File: config.mk
export PLATFORM = sky130hd
export DESIGN_NAME = uart_frame_receiver_flat
export DESIGN_NICKNAME = d
export VERILOG_FILES = /design/src/sv/ufr_pkg.sv /design/src/sv/ufr_in_if.sv /design/src/sv/ufr_out_if.sv /design/src/sv/ufr_frame_ctrl.sv /design/src/sv/uart_frame_receiver.sv /design/src/flat_wrapper.sv
export SDC_FILE = /design/constraint.sdc
export NUM_CORES = 2
export LEC_CHECK = 0
export BUFFER_PORTS_ARGS = -buffer_cell sky130_fd_sc_hd__buf_4
export CORE_MARGIN = 4
export CORE_UTILIZATION = 40
export DETAILED_ROUTE_END_ITERATION = 12
export REMOVE_ABC_BUFFERS = 1
export SYNTH_ARGS = -nofsm -noshare
export SYNTH_HDL_FRONTEND = slang
export SYNTH_SLANG_ARGS = --single-unit
File: constraint.sdc
create_clock -name i_clk -period 4.1 [get_ports i_clk]
set_clock_uncertainty 0.15 [all_clocks]
set_input_delay 1.23 -clock i_clk [delete_from_list [all_inputs] [get_ports i_clk]]
set_output_delay 1.23 -clock i_clk [all_outputs]
set_load 0.005 [all_outputs]
File: src/sv/ufr_pkg.sv
// ----------------------------------------------------------------------------
// ufr_pkg: shared types and constants for the frame receiver
// Field widths, header constants, status and register codes, control structs.
// ----------------------------------------------------------------------------
package ufr_pkg;

    localparam int STORE_DEPTH_DEF = 256;

    localparam int BYTE_W  = 8;
    localparam int COUNT_W = 9;
    localparam int TOTAL_W = 17;
    localparam int CFG_W   = 9;

    localparam logic [BYTE_W-1:0]  SYNC_BYTE    = 8'hAA;
    localparam logic [BYTE_W-1:0]  READ_FUNC    = 8'h03;
    localparam logic [TOTAL_W-1:0] LEN_OVH_HDR  = 17'd6;
    localparam logic [TOTAL_W-1:0] LEN_OVH_ADDR = 17'd5;
    localparam logic [TOTAL_W-1:0] MIN_LEN      = 17'd6;

    localparam logic ACT_RX   = 1'b0;
    localparam logic ACT_READ = 1'b1;

    typedef enum logic [1:0] {
        ST_KEPT = 2'd0,
        ST_DONE = 2'd1,
        ST_DROP = 2'd2,
        ST_READ = 2'd3
    } t_status;

    typedef enum logic [1:0] {
        MODE_HDR  = 2'd0,
        MODE_ADDR = 2'd1,
        MODE_RAW  = 2'd2
    } t_mode;

    typedef enum logic [1:0] {
        CFG_FRAME_MODE   = 2'd0,
        CFG_STATION_ADDR = 2'd1,
        CFG_MAX_LEN      = 2'd2,
        CFG_BUF_LIMIT    = 2'd3
    } t_cfg_idx;

    localparam logic [CFG_W-1:0] MAX_LEN_RST   = 9'd256;
    localparam logic [CFG_W-1:0] BUF_LIMIT_RST = 9'd256;

    typedef struct packed {
        logic [1:0]        frame_mode;
        logic [BYTE_W-1:0] station_address;
        logic [CFG_W-1:0]  max_frame_len;
        logic [CFG_W-1:0]  buffer_limit;
    } t_cfg;

    typedef struct packed {
        logic               wr_en;
        logic [COUNT_W-1:0] wr_pos;
        t_status            status;
        logic [COUNT_W-1:0] fill;
        logic [TOTAL_W-1:0] total;
    } t_rx_info;

endpackage

File: src/sv/ufr_in_if.sv
// ----------------------------------------------------------------------------
// ufr_in_if: request channel of the frame receiver
// Receive or read request with valid/ready handshake.
// ----------------------------------------------------------------------------
interface ufr_in_if;
    logic                       valid;
    logic                       ready;
    logic                       action;
    logic [ufr_pkg::BYTE_W-1:0] rx_byte;
    logic [ufr_pkg::BYTE_W-1:0] read_index;

    modport source (output valid, action, rx_byte, read_index, input ready);
    modport sink   (input valid, action, rx_byte, read_index, output ready);
endinterface

File: src/sv/ufr_out_if.sv
// ----------------------------------------------------------------------------
// ufr_out_if: result channel of the frame receiver
// Status, fill count, expected length and read data with valid/ready handshake.
// ----------------------------------------------------------------------------
interface ufr_out_if;
    logic                        valid;
    logic                        ready;
    logic [1:0]                  status;
    logic [ufr_pkg::COUNT_W-1:0] fill_count;
    logic [ufr_pkg::TOTAL_W-1:0] frame_total;
    logic [ufr_pkg::BYTE_W-1:0]  read_data;

    modport source (output valid, status, fill_count, frame_total, read_data, input ready);
    modport sink   (input valid, status, fill_count, frame_total, read_data, output ready);
endinterface

File: src/sv/ufr_frame_ctrl.sv
// ----------------------------------------------------------------------------
// ufr_frame_ctrl: byte count and header checks
// Holds the byte count, expected length and header byte copies; decides the
// status and store write for each received byte combinationally.
// ----------------------------------------------------------------------------
module ufr_frame_ctrl #(
    parameter int STORE_DEPTH = ufr_pkg::STORE_DEPTH_DEF
) (
    input  logic                        i_clk,
    input  logic                        i_rst_n,
    input  ufr_pkg::t_cfg               i_cfg,
    input  logic                        i_rx_en,
    input  logic [ufr_pkg::BYTE_W-1:0]  i_rx_byte,
    output ufr_pkg::t_rx_info           o_info
);

    logic [ufr_pkg::COUNT_W-1:0] r_count;
    logic [ufr_pkg::COUNT_W-1:0] n_count;
    logic [ufr_pkg::TOTAL_W-1:0] r_exp;
    logic [ufr_pkg::TOTAL_W-1:0] n_exp;
    logic [ufr_pkg::BYTE_W-1:0]  r_h0;
    logic [ufr_pkg::BYTE_W-1:0]  r_h1;
    logic [ufr_pkg::BYTE_W-1:0]  r_h2;

    logic [ufr_pkg::COUNT_W-1:0] lim;
    logic [ufr_pkg::COUNT_W-1:0] cnt_inc;
    logic [ufr_pkg::TOTAL_W-1:0] cnt_inc_w;
    logic [ufr_pkg::BYTE_W-1:0]  hdr0;
    logic [ufr_pkg::TOTAL_W-1:0] len_hdr;
    logic [ufr_pkg::TOTAL_W-1:0] len_addr;
    logic [ufr_pkg::TOTAL_W-1:0] max_len_w;
    logic                        wr_en;
    ufr_pkg::t_status            status;

    assign lim = (32'(i_cfg.buffer_limit) > STORE_DEPTH)
               ? ufr_pkg::COUNT_W'(STORE_DEPTH) : i_cfg.buffer_limit;
    assign cnt_inc   = r_count + 9'd1;
    assign cnt_inc_w = ufr_pkg::TOTAL_W'(cnt_inc);
    assign hdr0      = (r_count == '0) ? i_rx_byte : r_h0;
    // byte 2 is already held when byte 3 arrives
    assign len_hdr   = ufr_pkg::TOTAL_W'({r_h2, i_rx_byte}) + ufr_pkg::LEN_OVH_HDR;
    assign len_addr  = ufr_pkg::TOTAL_W'(i_rx_byte) + ufr_pkg::LEN_OVH_ADDR;
    assign max_len_w = ufr_pkg::TOTAL_W'(i_cfg.max_frame_len);

    always_comb begin
        n_count = r_count;
        n_exp   = r_exp;
        wr_en   = 1'b0;
        status  = ufr_pkg::ST_KEPT;
        if (i_rx_en) begin
            if (r_count >= lim) begin
                n_count = '0;
                status  = ufr_pkg::ST_DROP;
            end else begin
                wr_en = 1'b1;
                case (i_cfg.frame_mode)
                    ufr_pkg::MODE_HDR: begin
                        if (hdr0 != ufr_pkg::SYNC_BYTE) begin
                            n_count = '0;
                            status  = ufr_pkg::ST_DROP;
                        end else if (cnt_inc == 9'd4) begin
                            n_exp = len_hdr;
                            if (len_hdr > max_len_w) begin
                                n_count = '0;
                                status  = ufr_pkg::ST_DROP;
                            end else begin
                                n_count = cnt_inc;
                            end
                        end else if (cnt_inc_w == r_exp && r_exp > ufr_pkg::MIN_LEN) begin
                            n_count = '0;
                            status  = ufr_pkg::ST_DONE;
                        end else begin
                            n_count = cnt_inc;
                        end
                    end
                    ufr_pkg::MODE_ADDR: begin
                        if (hdr0 != i_cfg.station_address) begin
                            n_count = '0;
                            status  = ufr_pkg::ST_DROP;
                        end else if (cnt_inc == 9'd3) begin
                            if (r_h1 != ufr_pkg::READ_FUNC) begin
                                n_count = '0;
                                status  = ufr_pkg::ST_DROP;
                            end else begin
                                n_exp = len_addr;
                                if (len_addr > max_len_w || len_addr <= ufr_pkg::MIN_LEN) begin
                                    n_count = '0;
                                    status  = ufr_pkg::ST_DROP;
                                end else begin
                                    n_count = cnt_inc;
                                end
                            end
                        end else if (cnt_inc_w >= r_exp && r_exp > ufr_pkg::MIN_LEN) begin
                            n_count = '0;
                            status  = ufr_pkg::ST_DONE;
                        end else begin
                            n_count = cnt_inc;
                        end
                    end
                    default: begin
                        n_count = cnt_inc;
                    end
                endcase
            end
        end
    end

    always_ff @(posedge i_clk) begin
        if (!i_rst_n) begin
            r_count <= '0;
            r_exp   <= '0;
        end else begin
            r_count <= n_count;
            r_exp   <= n_exp;
        end
    end

    // copies of the header bytes, kept in step with the store
    always_ff @(posedge i_clk) begin
        if (wr_en && r_count == 9'd0) begin
            r_h0 <= i_rx_byte;
        end
        if (wr_en && r_count == 9'd1) begin
            r_h1 <= i_rx_byte;
        end
        if (wr_en && r_count == 9'd2) begin
            r_h2 <= i_rx_byte;
        end
    end

    assign o_info.wr_en  = wr_en;
    assign o_info.wr_pos = r_count;
    assign o_info.status = status;
    assign o_info.fill   = n_count;
    assign o_info.total  = n_exp;

    a_done_clears: assert property (@(posedge i_clk) disable iff (!i_rst_n)
        i_rx_en && status == ufr_pkg::ST_DONE |=> r_count == '0)
        else $error("count not cleared after frame complete");

    a_kept_incr: assert property (@(posedge i_clk) disable iff (!i_rst_n)
        i_rx_en && status == ufr_pkg::ST_KEPT |=> r_count == $past(r_count) + 9'd1)
        else $error("kept byte did not advance count");

    a_idle_hold: assert property (@(posedge i_clk) disable iff (!i_rst_n)
        !i_rx_en |=> $stable(r_count) && $stable(r_exp))
        else $error("state changed without a receive");

endmodule

File: src/sv/uart_frame_receiver.sv
// ----------------------------------------------------------------------------
// uart_frame_receiver: length prefixed frame receiver
// One request per cycle sustained while o_rsp.ready is high; each taken request
// passes stage 1 (header check and store access), then the output register.
// The rate is set by the single write port of the frame store and its
// registered read. Configuration writes are applied at once and expected only
// while no request is in flight.
// ----------------------------------------------------------------------------
module uart_frame_receiver #(
    parameter int STORE_DEPTH = ufr_pkg::STORE_DEPTH_DEF
) (
    input  logic                       i_clk,
    input  logic                       i_rst_n,
    ufr_in_if.sink                     i_req,
    ufr_out_if.source                  o_rsp,
    input  logic                       i_cfg_we,
    input  logic [1:0]                 i_cfg_idx,
    input  logic [ufr_pkg::CFG_W-1:0]  i_cfg_data
);

    localparam int AW = $clog2(STORE_DEPTH);

    ufr_pkg::t_cfg     r_cfg;
    ufr_pkg::t_rx_info info;

    logic                          accept;
    logic                          rx_en;
    logic                          rd_ok;
    logic                          s1_move;
    logic [ufr_pkg::BYTE_W-1:0]    r_mem [STORE_DEPTH];
    logic [ufr_pkg::BYTE_W-1:0]    r_mem_q;

    logic                          r_s1_vld;
    ufr_pkg::t_status              r_s1_status;
    logic [ufr_pkg::COUNT_W-1:0]   r_s1_fill;
    logic [ufr_pkg::TOTAL_W-1:0]   r_s1_total;
    logic                          r_s1_rd;

    logic                          r_out_vld;
    ufr_pkg::t_status              r_out_status;
    logic [ufr_pkg::COUNT_W-1:0]   r_out_fill;
    logic [ufr_pkg::TOTAL_W-1:0]   r_out_total;
    logic [ufr_pkg::BYTE_W-1:0]    r_out_data;

    // configuration registers
    always_ff @(posedge i_clk) begin
        if (!i_rst_n) begin
            r_cfg.frame_mode      <= ufr_pkg::MODE_HDR;
            r_cfg.station_address <= '0;
            r_cfg.max_frame_len   <= ufr_pkg::MAX_LEN_RST;
            r_cfg.buffer_limit    <= ufr_pkg::BUF_LIMIT_RST;
        end else if (i_cfg_we) begin
            case (i_cfg_idx)
                ufr_pkg::CFG_FRAME_MODE:   r_cfg.frame_mode      <= i_cfg_data[1:0];
                ufr_pkg::CFG_STATION_ADDR: r_cfg.station_address <= i_cfg_data[7:0];
                ufr_pkg::CFG_MAX_LEN:      r_cfg.max_frame_len   <= i_cfg_data;
                ufr_pkg::CFG_BUF_LIMIT:    r_cfg.buffer_limit    <= i_cfg_data;
                default: begin
                end
            endcase
        end
    end

    assign s1_move     = r_s1_vld && (!r_out_vld || o_rsp.ready);
    assign i_req.ready = !r_s1_vld || s1_move;
    assign accept      = i_req.valid && i_req.ready;
    assign rx_en       = accept && (i_req.action == ufr_pkg::ACT_RX);
    assign rd_ok       = 32'(i_req.read_index) < STORE_DEPTH;

    ufr_frame_ctrl #(
        .STORE_DEPTH (STORE_DEPTH)
    ) u_ctrl (
        .i_clk     (i_clk),
        .i_rst_n   (i_rst_n),
        .i_cfg     (r_cfg),
        .i_rx_en   (rx_en),
        .i_rx_byte (i_req.rx_byte),
        .o_info    (info)
    );

    // frame store
    always_ff @(posedge i_clk) begin
        if (info.wr_en) begin
            r_mem[AW'(info.wr_pos)] <= i_req.rx_byte;
        end
        if (accept) begin
            r_mem_q <= r_mem[AW'(i_req.read_index)];
        end
    end

    // stage 1
    always_ff @(posedge i_clk) begin
        if (!i_rst_n) begin
            r_s1_vld <= 1'b0;
        end else if (accept) begin
            r_s1_vld <= 1'b1;
        end else if (s1_move) begin
            r_s1_vld <= 1'b0;
        end
    end

    always_ff @(posedge i_clk) begin
        if (accept) begin
            r_s1_status <= (i_req.action == ufr_pkg::ACT_READ) ? ufr_pkg::ST_READ : info.status;
            r_s1_fill   <= info.fill;
            r_s1_total  <= info.total;
            r_s1_rd     <= (i_req.action == ufr_pkg::ACT_READ) && rd_ok;
        end
    end

    // output register
    always_ff @(posedge i_clk) begin
        if (!i_rst_n) begin
            r_out_vld <= 1'b0;
        end else if (s1_move) begin
            r_out_vld <= 1'b1;
        end else if (o_rsp.ready) begin
            r_out_vld <= 1'b0;
        end
    end

    always_ff @(posedge i_clk) begin
        if (s1_move) begin
            r_out_status <= r_s1_status;
            r_out_fill   <= r_s1_fill;
            r_out_total  <= r_s1_total;
            r_out_data   <= r_s1_rd ? r_mem_q : '0;
        end
    end

    assign o_rsp.valid       = r_out_vld;
    assign o_rsp.status      = r_out_status;
    assign o_rsp.fill_count  = r_out_fill;
    assign o_rsp.frame_total = r_out_total;
    assign o_rsp.read_data   = r_out_data;

endmodule
File: src/flat_wrapper.sv
// flat-port wrapper written by rule: the top's interface ports become plain ports
module uart_frame_receiver_flat 
#(
    parameter int STORE_DEPTH = ufr_pkg::STORE_DEPTH_DEF
)
  (i_clk, i_rst_n, i_cfg_we, i_cfg_idx, i_cfg_data, i_req_valid, i_req_action, i_req_rx_byte, i_req_read_index, i_req_ready, o_rsp_valid, o_rsp_status, o_rsp_fill_count, o_rsp_frame_total, o_rsp_read_data, o_rsp_ready);
  ufr_in_if i_req_i ();
  ufr_out_if o_rsp_i ();
  input  logic i_clk;
  input  logic i_rst_n;
  input  logic i_cfg_we;
  input  logic [1:0] i_cfg_idx;
  input  logic [ufr_pkg::CFG_W-1:0] i_cfg_data;
  input wire logic [$bits(i_req_i.valid)-1:0] i_req_valid;
  input wire logic [$bits(i_req_i.action)-1:0] i_req_action;
  input wire logic [$bits(i_req_i.rx_byte)-1:0] i_req_rx_byte;
  input wire logic [$bits(i_req_i.read_index)-1:0] i_req_read_index;
  output wire logic [$bits(i_req_i.ready)-1:0] i_req_ready;
  output wire logic [$bits(o_rsp_i.valid)-1:0] o_rsp_valid;
  output wire logic [$bits(o_rsp_i.status)-1:0] o_rsp_status;
  output wire logic [$bits(o_rsp_i.fill_count)-1:0] o_rsp_fill_count;
  output wire logic [$bits(o_rsp_i.frame_total)-1:0] o_rsp_frame_total;
  output wire logic [$bits(o_rsp_i.read_data)-1:0] o_rsp_read_data;
  input wire logic [$bits(o_rsp_i.ready)-1:0] o_rsp_ready;
  assign i_req_i.valid = i_req_valid;
  assign i_req_i.action = i_req_action;
  assign i_req_i.rx_byte = i_req_rx_byte;
  assign i_req_i.read_index = i_req_read_index;
  assign i_req_ready = i_req_i.ready;
  assign o_rsp_valid = o_rsp_i.valid;
  assign o_rsp_status = o_rsp_i.status;
  assign o_rsp_fill_count = o_rsp_i.fill_count;
  assign o_rsp_frame_total = o_rsp_i.frame_total;
  assign o_rsp_read_data = o_rsp_i.read_data;
  assign o_rsp_i.ready = o_rsp_ready;
  uart_frame_receiver #(.STORE_DEPTH(STORE_DEPTH)) u_core (.i_clk(i_clk), .i_rst_n(i_rst_n), .i_req(i_req_i), .o_rsp(o_rsp_i), .i_cfg_we(i_cfg_we), .i_cfg_idx(i_cfg_idx), .i_cfg_data(i_cfg_data));
endmodule
[Word level (Yosys, flattened, before mapping)]
Memories as Yosys holds them, arrays and structs flattened. A register that Yosys moved wholly into a read port is not among the register bits.
Index checks and enable logic that the tools add are counted.
Cells by class
  muxes and demuxes: 42
  equal/unequal tests: 12
  $add $sub $neg: 3
  bitwise logic cells: 1
  reductions and logical operators: 22
  $lt $le $gt $ge: 7
Operator list (count)
  $mux W17: 7
  $mux W9: 12
  $pmux W17 S2: 1
  $eq A9 B2 Y1 const B: 2
  $mux W2: 9
  $pmux W9 S2: 1
  $add A16 B3 Y17 const B: 1
  $eq A9 B17 Y1: 1
  $ge A9 B17 Y1: 1
  $gt A17 B3 Y1 const B: 1
  $gt A17 B9 Y1: 1
  $mux W1: 10
  $add A8 B3 Y9 const B: 1
  $add A9 B1 Y9 const B: 1
  $eq A9 B1 Y1 const B: 1
  $eq A9 B3 Y1 const B: 1
  $ge A9 B9 Y1: 1
  $gt A9 B9 Y1: 1
  $gt A9 B9 Y1 const B: 1
  $le A9 B3 Y1 const B: 1
  $logic_not A9 Y1: 1
  $logic_and A1 B1 Y1: 8
  $mux W8: 1
  $ne A8 B2 Y1 const B: 1
  11 further kinds: 21
Storage, ports and cells
  RAM bits: 2048
  register bits: 145
  memories kept: 1
  output and inout bits: 38
Memory list
  u_core.r_mem: words 256, bits a word 8, read ports 1, clocked after Yosys merged registers in 1, write ports 1, line uart_frame_receiver.sv:30  | logic [ufr_pkg::BYTE_W-1:0] r_mem [STORE_DEPTH];

[Depth between registers and ports, before layout]
  depth after elaboration: 10
  depth in mapped cells: 16
  depth with buffers taken out: 15

[Cells and area by module]
From an unflattened synthesis, not the netlist that was laid out.
Unflattened totals
  cell total of the unflattened synthesis: 4443
  area, all modules: 87554.0 um^2
Modules (own cells, without submodules)
  uart_frame_receiver: instances 1, area an instance 83158.5 um^2, sequential area each 64291.7 um^2, cells each 3941
  ufr_frame_ctrl: instances 1, area an instance 4395.5 um^2, sequential area each 1241.2 um^2, cells each 502

[Worst setup path before layout]
Ideal clock, no wire load.
  path type: input to register
  start: input i_req_rx_byte[2]
  end: register u_core.r_s1_fill[3] in the netlist's numbering (data pin)
  data required time: 3.781 ns
  arrival: 4.017 ns
  library setup time: 0.169 ns
  cell stages on the path: 16
  setup slack: -0.236 ns
  cell sequence: buf_1 inv_1 ha_1 a21oi_1 nor2_1 xnor2_1 inv_1 ha_1 a211o_1 a21oi_1 o21ai_0 o21ai_0 a211oi_1 or4b_1 and3_1 o31ai_1
RTL lines
  start: declaration: line flat_wrapper.sv:16  | input wire logic [$bits(i_req_i.rx_byte)-1:0] i_req_rx_byte;
  end signal: assignment: line uart_frame_receiver.sv:105  | r_s1_fill <= info.fill;
  end: declaration: line uart_frame_receiver.sv:35  | logic [ufr_pkg::COUNT_W-1:0] r_s1_fill;

==> results.md <==
- Final Hold Vio Count: 0
- WP data arrival: approximately 4600 ps
- DP HPWL: around 140000 um
- Clock sinks: around 2200
- Worst reg2reg setup slack: around 200 ps
- Setup Viol. Count Final: 0
- Reg2reg start: u_core.u_ctrl.r_count[0]
- Post-route minimum period: between 3000 and 4000 ps
- Synth async-reset ratio: 0
- Synth area leader: edfxtp_1
- H-tree depth: 4
- Starting Density: 0.403
- Worst VDD drop: about 0.46 mV
- CP Class: reg -> reg
- WHS Path Cells: 0
- R2R Path End: u_core.u_ctrl.r_count[4]
- RSZ-0062 raised after global routing: false
- Library cells used by synthesis: between 70 and 80
- Vias post-DR: around 43000
- Cell count after synthesis: between 4000 and 5000
- Max-Cap Viols: 0
- Yosys top cell area share: 0.742
- Worst slack at placement: -328 ps
- Seq/Total Area, Yosys: 0.755
- Top-Level Pins: 71
- Die ar.: about 0.22 mm^2
- CTS Buffer Depth: 3
- Status: finished, final reports clean
- Pleak: around 33 nW
- Reg clk slew, reported paths: approximately 60 ps
- DRC Markers: 0
- Largest net degree at the start of global routing: 210
- Count leader, synth: edfxtp_1
- Share of layout cells above drive strength 1: 0.337
- CP required: 4770 ps
- DIE HEIGHT: 474 um
- Global Route Usage Sum: 0.191
- Final Wtd Congestion: approximately 0.86
- CTS tree: done
- Hold_sp: u_core.r_s1_total[13]
- Worst path slowest cell: or4_1
- CP max FO: 4
- Remaining global-route overflow: 0
- First-pass GRT wire length: 313000 um
- Area contributors post-synth: edfxtp_1 (74%), mux4_2 (17%), nor2_1 (1.3%)
- Critical path's largest stage delay: around 590 ps
- Crit-path cells: ha_1, nand3_2, or4_1, and2_0, inv_1, ha_1, nand2_1, nor3_1, a211o_1, o21ai_1, o21bai_1, or4b_1, buf_4, a32oi_1, and2_1
- Number of global-route vias before repair: 43864
- Row count: 170
- Synthesis Warnings: 0
- Chip Width: between 400 and 500 um
- IO buf count: 70
- Mean Syn Cell Area: 21.3 um^2
- Rel. slew slack: 0.0950
- Post-CTS Hold Fix Bufs: 0
- Top FF cell, synth: edfxtp_1
- Power Density: about 450 mW/mm^2
- Hold crit path type: reg -> reg
- CP Capture Type: register
- Synth Register Bits: between 2000 and 2500
- Dpl cells: 7365
- Root Buffer: clkbuf_16
- Skew-Pair Late Insertion Delay: approximately 870 ps
- Synth top cells by count: edfxtp_1 (2145), mux4_2 (640), nor2_1 (308)
- Routed wire length: roughly 210000 um
- R2R depth: 15
- Vias/cell: about 5.6
- DRT iter0 DRCs: between 5000 and 6000
- Worst Max-Slew Pin Slew: approximately 1300 ps
- Initial antenna violation count: 6
- EDFF count, synth: around 2100
- DR pass1 iterations: 6
- Most numerous cell on the critical path: ha_1
- Drt wl/cell: 27.6 um
- Fraction of the cycle the final worst path needs: 0.951
- Pins Over Slew Limit: 0
- Final antenna-violating net count: 0
- Hold EP: u_core.o_rsp.frame_total[13]
- Core box area: 0.215 mm^2
- Max Clock Freq: between 200 and 300 MHz
- Critical path launch point type: register
- Area growth, synth to finish: 17.7%
- Final Non-Filler Cells: between 7000 and 8000
- TritonCTS buffer count: between 200 and 250
- Final nets: roughly 4800
- Mapped Area: ~0.087 mm^2
- Post-route setup slack: approximately 200 ps
-- state kept, by name, summed over array words and instances (netlist names), 2 cells and up --
name                      flops
u_core.u_ctrl.r_h2            8
u_core.u_ctrl.r_exp          17
u_core.o_rsp.status           2
u_core.u_ctrl.r_count         9
u_core.r_s1_fill              9
u_core.r_mem               2048
u_core.u_ctrl.r_h1            8
u_core.o_rsp.frame_total     17
u_core.r_s1_total            17
u_core.r_s1_status            2
u_core.r_cfg                 28
u_core.r_mem_q                8
u_core.o_rsp.read_data        8
u_core.o_rsp.fill_count       9
u_core.u_ctrl.r_h0            8
-- final cells by class --
class,count,area [um^2]
fillers,17650,113000
clock inverters,126,1180
inverters,44,165
multi-input cells,1605,20200
well taps,2838,3550
diodes,1,2.50
flip-flops and latches,2201,65500
clock buffers,269,5690
repair buffers,677,5820
-- repair_timing --
| action | in CTS | in global routing |
|---|---|---|
| resized for setup | 0 | 3 |
| endpoints found under the hold margin | 0 | 0 |
| setup endpoints to repair | 0 | 499 |
| buffers inserted | 0 | 0 |
-- metal layers --
metal,GRT usage,part of all wire,vias to the layer above
met5,0,0.000061,-
met3,0.0303,0.065,307
met4,0.0530,0.025,2
met1,0.272,0.42,23233
li1,-,-,18330
met2,0.309,0.49,1570
-- through the flow --
step | power, W | TNS [ps] | hold slack [ps] | util | area, um^2
after floorplan | 0.0262 | -44760 | 250 | - | 85900
after global placement | 0.0277 | -5300 | 257 | 0.443 | 95300
after detailed placement | 0.0277 | -5770 | 255 | 0.443 | 95300
after CTS | 0.0469 | 0 | 277 | 0.475 | 102000
after global routing | 0.0480 | 0 | 285 | 0.475 | 102000
final | 0.0464 | 0 | 275 | 0.475 | 102000
-- cells in the final DEF, fill, tap and decap left out, drive strengths merged, types with 27 or more instances in the layout --
master	Yosys	routed
a21oi	41	41
buf	99	677
clkbuf	130	269
clkinv	2	91
dfxtp	56	56
edfxtp	2145	2145
ha	46	46
inv	42	56
mux2i	61	61
mux4	640	640
nand2	121	121
nand3	43	43
nand4	27	27
nor2	308	308
nor2b	28	28
-- worst max-delay path by stage --
stage / cells after the start / endpoint / startpoint
after floorplan: 6 / u_core.u_ctrl.r_h1[0] / o_rsp_ready
after global placement: 17 / u_core.u_ctrl.r_count[2] / i_req_rx_byte[1]
after detailed placement: 16 / u_core.r_s1_status[1] / i_req_rx_byte[1]
after CTS: 12 / u_core.r_mem[180][2] / u_core.r_cfg[8]
after global routing: 15 / u_core.u_ctrl.r_count[4] / u_core.u_ctrl.r_count[1]
final: 15 / u_core.u_ctrl.r_count[4] / u_core.u_ctrl.r_count[0]
-- critical path, delay by kind of cell, from the launching register on --
kind                       cells  cell delay, ps
AOI/OAI and AO/OA              4             880
and+or+nand+nor                7            1730
DFF                            1             350
adders and majority gates      2             470
buffers and inverters          2             260
-- power by group --
| part | leakage, nW | internal, W | switching, W |
|---|---|---|---|
| Sequential | 19.8 | 0.0247 | 0.0000337 |
| Combinational | 9.99 | 0.00105 | 0.00138 |
| Clock | 3.36 | 0.0109 | 0.00838 |
-- cell families after synthesis --
family	Yosys count	synth area share
XOR/XNOR	32	0.00323
flip-flops	2201	0.755
adder cells (fa/ha/maj)	46	0.00663
AO/OA/AOI/OAI	182	0.0148
multiplexers	705	0.174
buffers and inverters	273	0.0123
AND/OR/NAND/NOR	640	0.0343
Note: power is estimated with default switching activity, not from simulation.
